### src/sv/adsr_pkg.sv
// shared types, constants and register indexes for the adsr envelope gain block
package adsr_pkg;

  // level format, q1.16 with 65536 as full scale
  localparam int unsigned LVL_W = 17;
  localparam int unsigned CNT_W = 24;
  localparam int unsigned SMP_W = 16;
  localparam logic [LVL_W-1:0] FULL_SCALE = 17'h10000;
  localparam logic [LVL_W-1:0] ZERO_LEVEL = 17'h00000;

  // passes one sample may need to walk from attack through to idle
  localparam int unsigned NUM_PASSES = 5;

  // register reset values
  localparam logic [LVL_W-1:0] RST_ATTACK_STEP   = 17'd64;
  localparam logic [LVL_W-1:0] RST_DECAY_STEP    = 17'd64;
  localparam logic [LVL_W-1:0] RST_SUSTAIN_LEVEL = 17'd32768;
  localparam logic [CNT_W-1:0] RST_SUSTAIN_SMP   = 24'd48000;
  localparam logic [LVL_W-1:0] RST_RELEASE_STEP  = 17'd64;

  typedef enum logic [2:0] {
    PH_IDLE    = 3'd0,
    PH_ATTACK  = 3'd1,
    PH_DECAY   = 3'd2,
    PH_SUSTAIN = 3'd3,
    PH_RELEASE = 3'd4
  } phase_t;

  typedef enum logic [1:0] {
    OP_SAMPLE   = 2'd0,
    OP_NOTE_ON  = 2'd1,
    OP_NOTE_OFF = 2'd2
  } opcode_t;

  typedef enum logic [2:0] {
    CFG_ATTACK_STEP   = 3'd0,
    CFG_DECAY_STEP    = 3'd1,
    CFG_SUSTAIN_LEVEL = 3'd2,
    CFG_SUSTAIN_SMP   = 3'd3,
    CFG_RELEASE_STEP  = 3'd4
  } cfg_idx_t;

  typedef struct packed {
    logic [LVL_W-1:0] attack_step;
    logic [LVL_W-1:0] decay_step;
    logic [LVL_W-1:0] sustain_level;
    logic [CNT_W-1:0] sustain_samples;
    logic [LVL_W-1:0] release_step;
  } cfg_t;

  typedef struct packed {
    logic [LVL_W-1:0] level;
    phase_t           phase;
  } env_res_t;

endpackage

### src/sv/adsr_cfg.sv
// configuration register bank of the envelope generator
module adsr_cfg import adsr_pkg::*; (
  input  logic             clk,
  input  logic             rst_n,
  input  logic             cfg_we,
  input  logic [2:0]       cfg_index,
  input  logic [CNT_W-1:0] cfg_wdata,
  output cfg_t             cfg
);

  cfg_t cfg_r;

  // register writes, unknown indexes are dropped
  always_ff @(posedge clk) begin
    if (!rst_n) begin
      cfg_r.attack_step     <= RST_ATTACK_STEP;
      cfg_r.decay_step      <= RST_DECAY_STEP;
      cfg_r.sustain_level   <= RST_SUSTAIN_LEVEL;
      cfg_r.sustain_samples <= RST_SUSTAIN_SMP;
      cfg_r.release_step    <= RST_RELEASE_STEP;
    end else if (cfg_we) begin
      unique case (cfg_idx_t'(cfg_index))
        CFG_ATTACK_STEP:   cfg_r.attack_step     <= cfg_wdata[LVL_W-1:0];
        CFG_DECAY_STEP:    cfg_r.decay_step      <= cfg_wdata[LVL_W-1:0];
        CFG_SUSTAIN_LEVEL: cfg_r.sustain_level   <= cfg_wdata[LVL_W-1:0];
        CFG_SUSTAIN_SMP:   cfg_r.sustain_samples <= cfg_wdata;
        CFG_RELEASE_STEP:  cfg_r.release_step    <= cfg_wdata[LVL_W-1:0];
        default: begin
        end
      endcase
    end
  end

  assign cfg = cfg_r;

endmodule

### src/sv/adsr_env.sv
// envelope state and the per-request phase and level update
module adsr_env import adsr_pkg::*; (
  input  logic     clk,
  input  logic     rst_n,
  input  logic     upd_en,
  input  opcode_t  opcode,
  input  cfg_t     cfg,
  output env_res_t res
);

  phase_t           phase_r, phase_nxt;
  logic [LVL_W-1:0] level_r, level_nxt;
  logic [CNT_W-1:0] count_r, count_nxt;

  phase_t            ph;
  logic signed [18:0] lvl;
  logic [CNT_W-1:0]  cnt;
  logic              done;
  logic [LVL_W-1:0]  sl;
  logic signed [18:0] sl_s;
  logic signed [18:0] full_s;

  // sustain level is capped at full scale
  assign sl     = (cfg.sustain_level > FULL_SCALE) ? FULL_SCALE : cfg.sustain_level;
  assign sl_s   = $signed({2'b00, sl});
  assign full_s = $signed({2'b00, FULL_SCALE});

  // walk the phases for one sample, redoing it on each boundary crossing
  always_comb begin
    ph   = phase_r;
    lvl  = $signed({2'b00, level_r});
    cnt  = count_r;
    done = 1'b0;
    for (int i = 0; i < NUM_PASSES; i++) begin
      if (!done) begin
        unique case (ph)
          PH_ATTACK: begin
            if (cfg.attack_step == ZERO_LEVEL) begin
              ph = PH_DECAY;
            end else begin
              lvl = lvl + $signed({2'b00, cfg.attack_step});
              if (lvl > full_s) begin
                lvl = full_s;
                ph  = PH_DECAY;
              end else begin
                done = 1'b1;
              end
            end
          end
          PH_DECAY: begin
            if (cfg.decay_step == ZERO_LEVEL) begin
              cnt = '0;
              ph  = PH_SUSTAIN;
            end else begin
              lvl = lvl - $signed({2'b00, cfg.decay_step});
              if (lvl < sl_s) begin
                lvl = sl_s;
                cnt = '0;
                ph  = PH_SUSTAIN;
              end else begin
                done = 1'b1;
              end
            end
          end
          PH_SUSTAIN: begin
            lvl = sl_s;
            if (cnt >= cfg.sustain_samples) begin
              ph = PH_RELEASE;
            end else begin
              cnt  = cnt + 1'b1;
              done = 1'b1;
            end
          end
          PH_RELEASE: begin
            if (cfg.release_step == ZERO_LEVEL) begin
              ph = PH_IDLE;
            end else begin
              lvl = lvl - $signed({2'b00, cfg.release_step});
              if (lvl < 0) begin
                lvl = '0;
                ph  = PH_IDLE;
              end else begin
                done = 1'b1;
              end
            end
          end
          default: begin
            ph   = PH_IDLE;
            lvl  = '0;
            done = 1'b1;
          end
        endcase
      end
    end
  end

  assign res.level = lvl[LVL_W-1:0];
  assign res.phase = ph;

  // next state per opcode, unused opcode leaves everything as is
  always_comb begin
    phase_nxt = phase_r;
    level_nxt = level_r;
    count_nxt = count_r;
    if (upd_en) begin
      unique case (opcode)
        OP_SAMPLE: begin
          phase_nxt = ph;
          level_nxt = lvl[LVL_W-1:0];
          count_nxt = cnt;
        end
        OP_NOTE_ON: begin
          phase_nxt = PH_ATTACK;
        end
        OP_NOTE_OFF: begin
          if (phase_r != PH_IDLE) begin
            phase_nxt = PH_RELEASE;
          end
        end
        default: begin
        end
      endcase
    end
  end

  // envelope state
  always_ff @(posedge clk) begin
    if (!rst_n) begin
      phase_r <= PH_IDLE;
      level_r <= ZERO_LEVEL;
      count_r <= '0;
    end else begin
      phase_r <= phase_nxt;
      level_r <= level_nxt;
      count_r <= count_nxt;
    end
  end

  // level stays within full scale
  a_level_range: assert property (@(posedge clk) disable iff (!rst_n)
    level_r <= FULL_SCALE)
    else $error("envelope level above full scale");

  // idle always holds a zero level
  a_idle_zero: assert property (@(posedge clk) disable iff (!rst_n)
    phase_r == PH_IDLE |-> level_r == ZERO_LEVEL)
    else $error("idle phase with nonzero level");

  // note on always lands in attack
  a_note_on: assert property (@(posedge clk) disable iff (!rst_n)
    upd_en && opcode == OP_NOTE_ON |=> phase_r == PH_ATTACK)
    else $error("note on did not start attack");

endmodule

### src/sv/adsr_gain.sv
// gain stage: level times sample, then the result register
module adsr_gain import adsr_pkg::*; (
  input  logic                    clk,
  input  logic                    rst_n,
  input  logic                    load,
  input  env_res_t                env,
  input  logic signed [SMP_W-1:0] sample,
  output logic                    ready,
  output logic                    out_tvalid,
  input  logic                    out_tready,
  output logic [23:0]             out_tdata
);

  logic                    s2_v_r;
  logic [LVL_W-1:0]        s2_level_r;
  logic signed [SMP_W-1:0] s2_sample_r;
  phase_t                  s2_phase_r;

  logic                    out_v_r;
  logic signed [SMP_W-1:0] out_sample_r;
  phase_t                  out_phase_r;

  logic                    out_free;
  logic                    s2_move;
  logic signed [33:0]      prod;

  assign out_free = !out_v_r || out_tready;
  assign s2_move  = s2_v_r && out_free;
  assign ready    = !s2_v_r || out_free;

  // signed product, arithmetic shift by 16 is the upper slice
  assign prod = $signed({1'b0, s2_level_r}) * s2_sample_r;

  // valid flags
  always_ff @(posedge clk) begin
    if (!rst_n) begin
      s2_v_r  <= 1'b0;
      out_v_r <= 1'b0;
    end else begin
      if (ready) begin
        s2_v_r <= load;
      end
      if (out_free) begin
        out_v_r <= s2_v_r;
      end
    end
  end

  // payload registers
  always_ff @(posedge clk) begin
    if (ready && load) begin
      s2_level_r  <= env.level;
      s2_sample_r <= sample;
      s2_phase_r  <= env.phase;
    end
    if (s2_move) begin
      out_sample_r <= prod[31:16];
      out_phase_r  <= s2_phase_r;
    end
  end

  assign out_tvalid = out_v_r;
  assign out_tdata  = {5'b00000, out_phase_r, out_sample_r};

  // a stalled result keeps the middle stage waiting
  a_s2_hold: assert property (@(posedge clk) disable iff (!rst_n)
    s2_v_r && out_v_r && !out_tready |=> s2_v_r)
    else $error("middle stage lost a request under stall");

  // a result in idle is silent
  a_idle_silent: assert property (@(posedge clk) disable iff (!rst_n)
    out_v_r && out_phase_r == PH_IDLE |-> out_sample_r == '0)
    else $error("nonzero sample in idle phase");

endmodule

### src/sv/adsr_envelope_gain.sv
// adsr envelope gain top level: input register, envelope update, gain stage
// a sample result moves through input register, middle stage and result register
// throughput: one request per cycle unless out_tready stalls; the level update for
//   one sample, over all phase changes it crosses, is combinational into the state
// note on and note off requests update the state and give no result
// reset: synchronous active-low rst_n sets idle phase, zero level and count,
//   register defaults, and empties all stages
module adsr_envelope_gain import adsr_pkg::*; (
  input  logic        clk,
  input  logic        rst_n,
  // configuration writes
  input  logic        cfg_we,
  input  logic [2:0]  cfg_index,
  input  logic [23:0] cfg_wdata,
  // input requests
  input  logic        in_tvalid,
  output logic        in_tready,
  input  logic [15:0] in_tdata,   // [15:0] sample_in
  input  logic [1:0]  in_tuser,   // [1:0] opcode
  // result requests
  output logic        out_tvalid,
  input  logic        out_tready,
  output logic [23:0] out_tdata   // [15:0] sample_out, [18:16] phase_now, rest zero
);

  cfg_t                    cfg;
  env_res_t                env;
  logic                    s1_v_r;
  opcode_t                 s1_op_r;
  logic signed [SMP_W-1:0] s1_sample_r;
  logic                    s2_ready;
  logic                    s1_move;

  assign s1_move   = s1_v_r && s2_ready;
  assign in_tready = !s1_v_r || s2_ready;

  // input register
  always_ff @(posedge clk) begin
    if (!rst_n) begin
      s1_v_r <= 1'b0;
    end else if (in_tready) begin
      s1_v_r <= in_tvalid;
    end
  end

  always_ff @(posedge clk) begin
    if (in_tready && in_tvalid) begin
      s1_op_r     <= opcode_t'(in_tuser);
      s1_sample_r <= $signed(in_tdata);
    end
  end

  adsr_cfg u_cfg (
    .clk       (clk),
    .rst_n     (rst_n),
    .cfg_we    (cfg_we),
    .cfg_index (cfg_index),
    .cfg_wdata (cfg_wdata),
    .cfg       (cfg)
  );

  adsr_env u_env (
    .clk    (clk),
    .rst_n  (rst_n),
    .upd_en (s1_move),
    .opcode (s1_op_r),
    .cfg    (cfg),
    .res    (env)
  );

  // only audio samples move on to the gain stage
  adsr_gain u_gain (
    .clk        (clk),
    .rst_n      (rst_n),
    .load       (s1_move && s1_op_r == OP_SAMPLE),
    .env        (env),
    .sample     (s1_sample_r),
    .ready      (s2_ready),
    .out_tvalid (out_tvalid),
    .out_tready (out_tready),
    .out_tdata  (out_tdata)
  );

  // a waiting input request is held until the gain stage takes it
  a_s1_hold: assert property (@(posedge clk) disable iff (!rst_n)
    s1_v_r && !s2_ready |=> s1_v_r && $stable(s1_op_r))
    else $error("input register dropped a request under stall");

endmodule

### config.mk
export PLATFORM = sky130hd
export DESIGN_NAME = adsr_envelope_gain
export DESIGN_NICKNAME = d
export VERILOG_FILES = /design/src/sv/adsr_pkg.sv /design/src/sv/adsr_cfg.sv /design/src/sv/adsr_env.sv /design/src/sv/adsr_gain.sv /design/src/sv/adsr_envelope_gain.sv
export SDC_FILE = /design/constraint.sdc
export NUM_CORES = 2
export LEC_CHECK = 0
export ABC_AREA = 1
export BUFFER_PORTS_ARGS = -buffer_cell sky130_fd_sc_hd__buf_4
export CAP_MARGIN = 20
export CORE_UTILIZATION = 45
export DETAILED_ROUTE_END_ITERATION = 8
export HOLD_SLACK_MARGIN = 0.15
export PLACE_DENSITY = 0.67
export SLEW_MARGIN = 20
export SYNTH_ARGS = -nofsm -noshare
export SYNTH_HDL_FRONTEND = slang
export SYNTH_SLANG_ARGS = --single-unit
### constraint.sdc
create_clock -name clk -period 26 [get_ports clk]
set_input_delay 1.3 -clock clk [delete_from_list [all_inputs] [get_ports clk]]
set_output_delay 1.3 -clock clk [all_outputs]
set_load 0.01 [all_outputs]
# --- Word-level counts from Yosys, hierarchy flattened ---
# Cells that the tools add are included.
classes:
  n_addsub: 20
  multipliers: 1
  n_lt_le_gt_ge: 21
  n_eq_ne: 27
  muxes: 145
  reduce_logical: 25
ops:
  columns: ["op", "count"]
  rows:
  - ["2-to-1 mux 19 bit", 27]
  - ["2-to-1 mux 24 bit", 19]
  - ["one-hot mux 19 bit (4 select lines)", 4]
  - ["one-hot mux 24 bit (2 select lines)", 5]
  - ["subtractor 19 x 18 -> 19 bit", 8]
  - ["2-to-1 mux 17 bit", 8]
  - ["adder 24 x 1 -> 24 bit (second input constant)", 5]
  - [">= comparator 24 bit", 5]
  - ["2-to-1 mux 3 bit", 40]
  - ["greater-than comparator 19 x 18 -> 1 bit (second input constant)", 5]
  - ["less-than comparator 19 x 18 -> 1 bit", 5]
  - ["adder 19 x 18 -> 19 bit", 4]
  - ["less-than comparator 19 x 1 -> 1 bit (second input constant)", 4]
  - ["one-hot mux 17 bit (4 select lines)", 1]
  - ["one-hot mux 3 bit (4 select lines)", 5]
  - ["zero test 17 bit", 3]
  - ["== test 3 x 2 -> 1 bit (second input constant)", 12]
  - ["subtractor 17 x 17 -> 18 bit", 2]
  - ["multiplier 18 x 16 -> 32 bit", 1]
  - ["2-to-1 mux 1 bit", 31]
  - ["adder 17 x 17 -> 18 bit", 1]
  - ["== test 3 x 1 -> 1 bit (second input constant)", 6]
  - ["== test 3 bit (second input constant)", 6]
  - ["less-than comparator 18 x 1 -> 1 bit (second input constant)", 1]
  - ["other kinds (14)", 31]
word_totals:
  register_bits: 212
  in_bits: 50
  word_cells: 257

# --- Longest topological paths before layout ---
logic_depth:
  depth_word: 31
  depth_mapped: 133
  mapped_depth_nobuf: 131

# --- Modules after synthesis ---
# From an unflattened synthesis, not the netlist that was laid out.
unflattened:
  hier_cells: 5301
  area_unflattened_um2: 35626.7
modules_own_cells:
  columns: ["mod", "instances", "cells_each", "area_each_um2", "seq_area_each_um2"]
  rows:
  - ["adsr_env", 1, 3273, 19727.7, 880.8]
  - ["adsr_gain", 1, 1472, 11567.3, 1691.6]
  - ["adsr_cfg", 1, 528, 3722.3, 1841.8]
  - ["adsr_envelope_gain", 1, 28, 609.3, 560.5]

# --- Worst setup path before layout ---
# No wires, ideal clock.
synth_timing:
  path_kind: "flip-flop to flip-flop"
  from: "register u_cfg.cfg_r (netlist bit u_cfg.cfg[59])"
  to: "register u_gain.s2_level_r[3], data pin"
  setup_ps: 251
  arrival_time_ps: 17834
  required_ps: 25749
  path_slack_ps: 7915
  path_stages_with_launch: 126
  period_less_slack_ps: 18085
  cell_sequence: "dfxtp_1 > inv_1 > ha_1 > nand3_1 > nor2_1 > nor2_1 > o21ai_1 > a21boi_0 > o21ai_0 > a21boi_0 > o21ai_0 > xor2_1 > inv_1 > ha_1 > nand2_1 > nor2_1 > a2111oi_0 > ha_1 > (+90 left out) > ha_1 > nand2_1 > a311o_1 > o211ai_1 > a21o_1 > a2111oi_0 > ha_1 > nor2_1 > inv_1 > clkbuf_1 > o221ai_1 > o21ai_1 > inv_1 > nand2_1 > nor2_1 > nand3_2 > nand3_2 > inv_1"
synth_rtl:
  columns: ["element", "line", "text"]
  rows:
  - ["from (decl)", "adsr_cfg.sv:11", "cfg_t cfg_r;"]
  - ["to (signal assigned)", "adsr_gain.sv:52", "s2_level_r <= env.level;"]
  - ["to (decl)", "adsr_gain.sv:15", "logic [LVL_W-1:0] s2_level_r;"]

==> flow_metrics.tcl <==
set metrics [dict create \
    status "finished, final reports clean" \
    clock-sinks 212 \
    synth_edf_count 73 \
    path_max_fanout 15 \
    async_flop_share 0 \
    maxSlewHeadroom 0.267 \
    row_count 101 \
    layout.nets 5781 \
    total_power_mw 1.56 \
    portBuffers 70 \
    htree_levels 1 \
    drt-pass1-iter-count 6 \
    ys.flop_type "dfxtp_1" \
    synth_top_family_by_area "adder cells" \
    drive_above_1_share 0.0688 \
    synth.avg_cell_area_sq_um 6.99 \
    setup_viol 0 \
    hpwl_microns 109000 \
    peakVddDrop_uv 48.2 \
    chipHeight_microns 281 \
    cts_root_buf "clkbuf_16" \
    arrival_ns 23.41 \
    crit_type "reg2reg" \
    leakagePower_nw 19.8 \
    period_needed_ns 22.91 \
    worstHoldPathType "reg2reg" \
    placed_cell_area_sq_mm 0.0367 \
    clock_skew_ns 0.0178 \
    cellPowerDensity_mw_per_mm2 41.4 \
    cts_made_buffers 28 \
    die_x_microns 281 \
    start_util 0.458 \
    yosysSeqAreaShare 0.142 \
    dp.cells 6034 \
    final_area_sq_mm 0.0376 \
    nFillCells 7757 \
    worstMarginPinSlew_ns 1.10 \
    holdWs_ns 0.414 \
    max_freq_mhz 43.6 \
    muxShareOfSynthArea 0 \
    detail_route.drc_violations 0 \
    crit_path_frequent_cell "nand2_1" \
    max_stage_delay_ns 0.52 \
    ys_ff_latch 212 \
    syn_area_sq_mm 0.0350 \
    antenna_found_initial 5 \
    ant_nets 0 \
    final_cells 6087 \
    gp_congestion 1.04 \
    postCtsHoldBufs 0 \
    synth_xor_area_frac 0.0398 \
    timing.final.hold_violations 0 \
    num_vias 34960 \
    synthCells 5009 \
    grt_pass1_vias 33990 \
    cts.reportedPaths.clkPinSlew_ns 0.07 \
    ys_types 71 \
    worstSetupEndpointType "register" \
    finalSetupTns_ns 0 \
    synthSimpleGateAreaFrac 0.238 \
    yosys.area_share.adder 0.296 \
    grt_pass1_wl_microns 205000 \
    syn2layout_area_growth_pct 7.53 \
    cp-start-kind "register" \
    cts_resized 0 \
    yosysWarnings 0 \
    grt_util_all_layers 0.345 \
    cts_buffer_depth 3 \
    viasPerCell 5.74 \
    synth_compound_area_frac 0.161 \
    slowest_stage "dfxtp_1" \
    grt_max_degree 71 \
    core_sq_mm 0.0765 \
    fin_crit_sh 0.881 \
    path_buf_inv 16 \
    rsz0062_at_grt "false" \
    critPathRequiredTime_ns 26.50 \
    cp_top_family "compound AO/OA/AOI/OAI gates" \
    die_area_sq_mm 0.0789 \
    cts_tree "built" \
    ioPinCount 76 \
    post-cts-setup-buffers 0 \
    maxSlewViolCount 0 \
    routed_wl_microns 136000 \
    wl_per_cell_microns 22.4 \
    maxCapViolCount 0 \
    drt_first_iter_violations 3135 \
    clk_latency_ns 0.62 \
    grt_overflow 0 \
]
stage by stage:
step	utilization	worst slack (ns)
after floorplan	-	7.91
after global placement	0.480	3.90
after detailed placement	0.480	3.82
after CTS	0.492	3.72
after global routing	0.492	1.44
final	0.492	3.09
worst register-to-register path: cells and delay by family, from the launching register on:
family          cells  cell delay [ns]
compound gates     47             9.85
xor+xnor            4             0.82
fa+ha+maj          12             3.79
buf+inv            16             2.41
flops               1             0.52
simple gates       43             5.38
per-layer routing:
metal / vias up / part of all wire / global-route usage
met1: 16548 / 0.42 / 0.455
met5: - / 0.00029 / 0
met2: 1562 / 0.43 / 0.547
li1: 16475 / - / -
met4: 6 / 0.054 / 0.159
met3: 369 / 0.095 / 0.0629
area by class of cell:
class / instances / area, sq um / area share
diodes: 2 / 5.00 / 0.000133
clock buffers: 39 / 795 / 0.0211
clock inverters: 12 / 130 / 0.00346
inverters: 963 / 3620 / 0.0961
multi-input cells: 3685 / 25800 / 0.684
flip-flops and latches: 212 / 4970 / 0.132
well taps: 1030 / 1290 / 0.0342
repair buffers: 144 / 1080 / 0.0287
final timing paths:
path / endpoint / cells after the start / slack (ns) / startpoint
worst max-delay path: u_gain.s2_level_r[0] / 122 / 3.09 / u_cfg.cfg[59]
worst min register to register: u_gain.out_phase_r[1] / 0 / 0.41 / u_gain.s2_phase_r[1]
worst max register to register: u_gain.s2_level_r[0] / 122 / 3.09 / u_cfg.cfg[59]
worst min-delay path: u_gain.out_phase_r[1] / 0 / 0.41 / u_gain.s2_phase_r[1]
cells in the final DEF, fill, tap and decap left out, drive strengths merged, types with 139 or more instances in the layout:
| cell type | instances |
|---|---|
| fa | 219 |
| o21ai | 303 |
| inv | 961 |
| nor2 | 318 |
| dfxtp | 139 |
| buf | 144 |
| nand3 | 295 |
| ha | 478 |
| nand2 | 1038 |
| a21oi | 408 |
kinds of logic (layout without fill, tap and decap cells):
| logic type | Yosys count | after routing |
|---|---|---|
| and+or+nand+nor | 1854 | 1854 |
| DFF | 212 | 212 |
| other | 1 | 7 |
| adders and majority gates | 697 | 697 |
| AOI/OAI and AO/OA | 970 | 970 |
| xor gates and xnor gates | 159 | 159 |
| buffers and inverters | 1116 | 1158 |
registers in the layout, indices dropped and copies added (netlist names), 16 cells and up:
signal	cells
u_gain.out_sample_r	16
u_gain.s2_sample_r	16
u_env.level_r	17
u_gain.s2_level_r	17
u_cfg.cfg	92
s1_sample_r	16
u_env.count_r	24
synth_stat cells (90+ instances only):
cell / number / area, sq um
nand3_1: 264 / 1320
inv_1: 941 / 3530
ha_1: 478 / 5980
nor2_1: 302 / 1130
clkbuf_1: 116 / 435
o21ai_0: 289 / 1450
xor2_1: 109 / 955
dfxtp_1: 139 / 2780
fa_1: 219 / 4380
nand4_1: 90 / 563
a21oi_1: 395 / 1980
nand2_1: 1003 / 3760
where the power goes:
part	switching (mW)	internal, mW	leakage [nW]
logic	0.512	0.273	17.6
clock network	0.173	0.225	0.446
registers	0.0142	0.364	1.83
total	0.698	0.862	19.8
No activity file was read; power rests on OpenSTA's default activity.
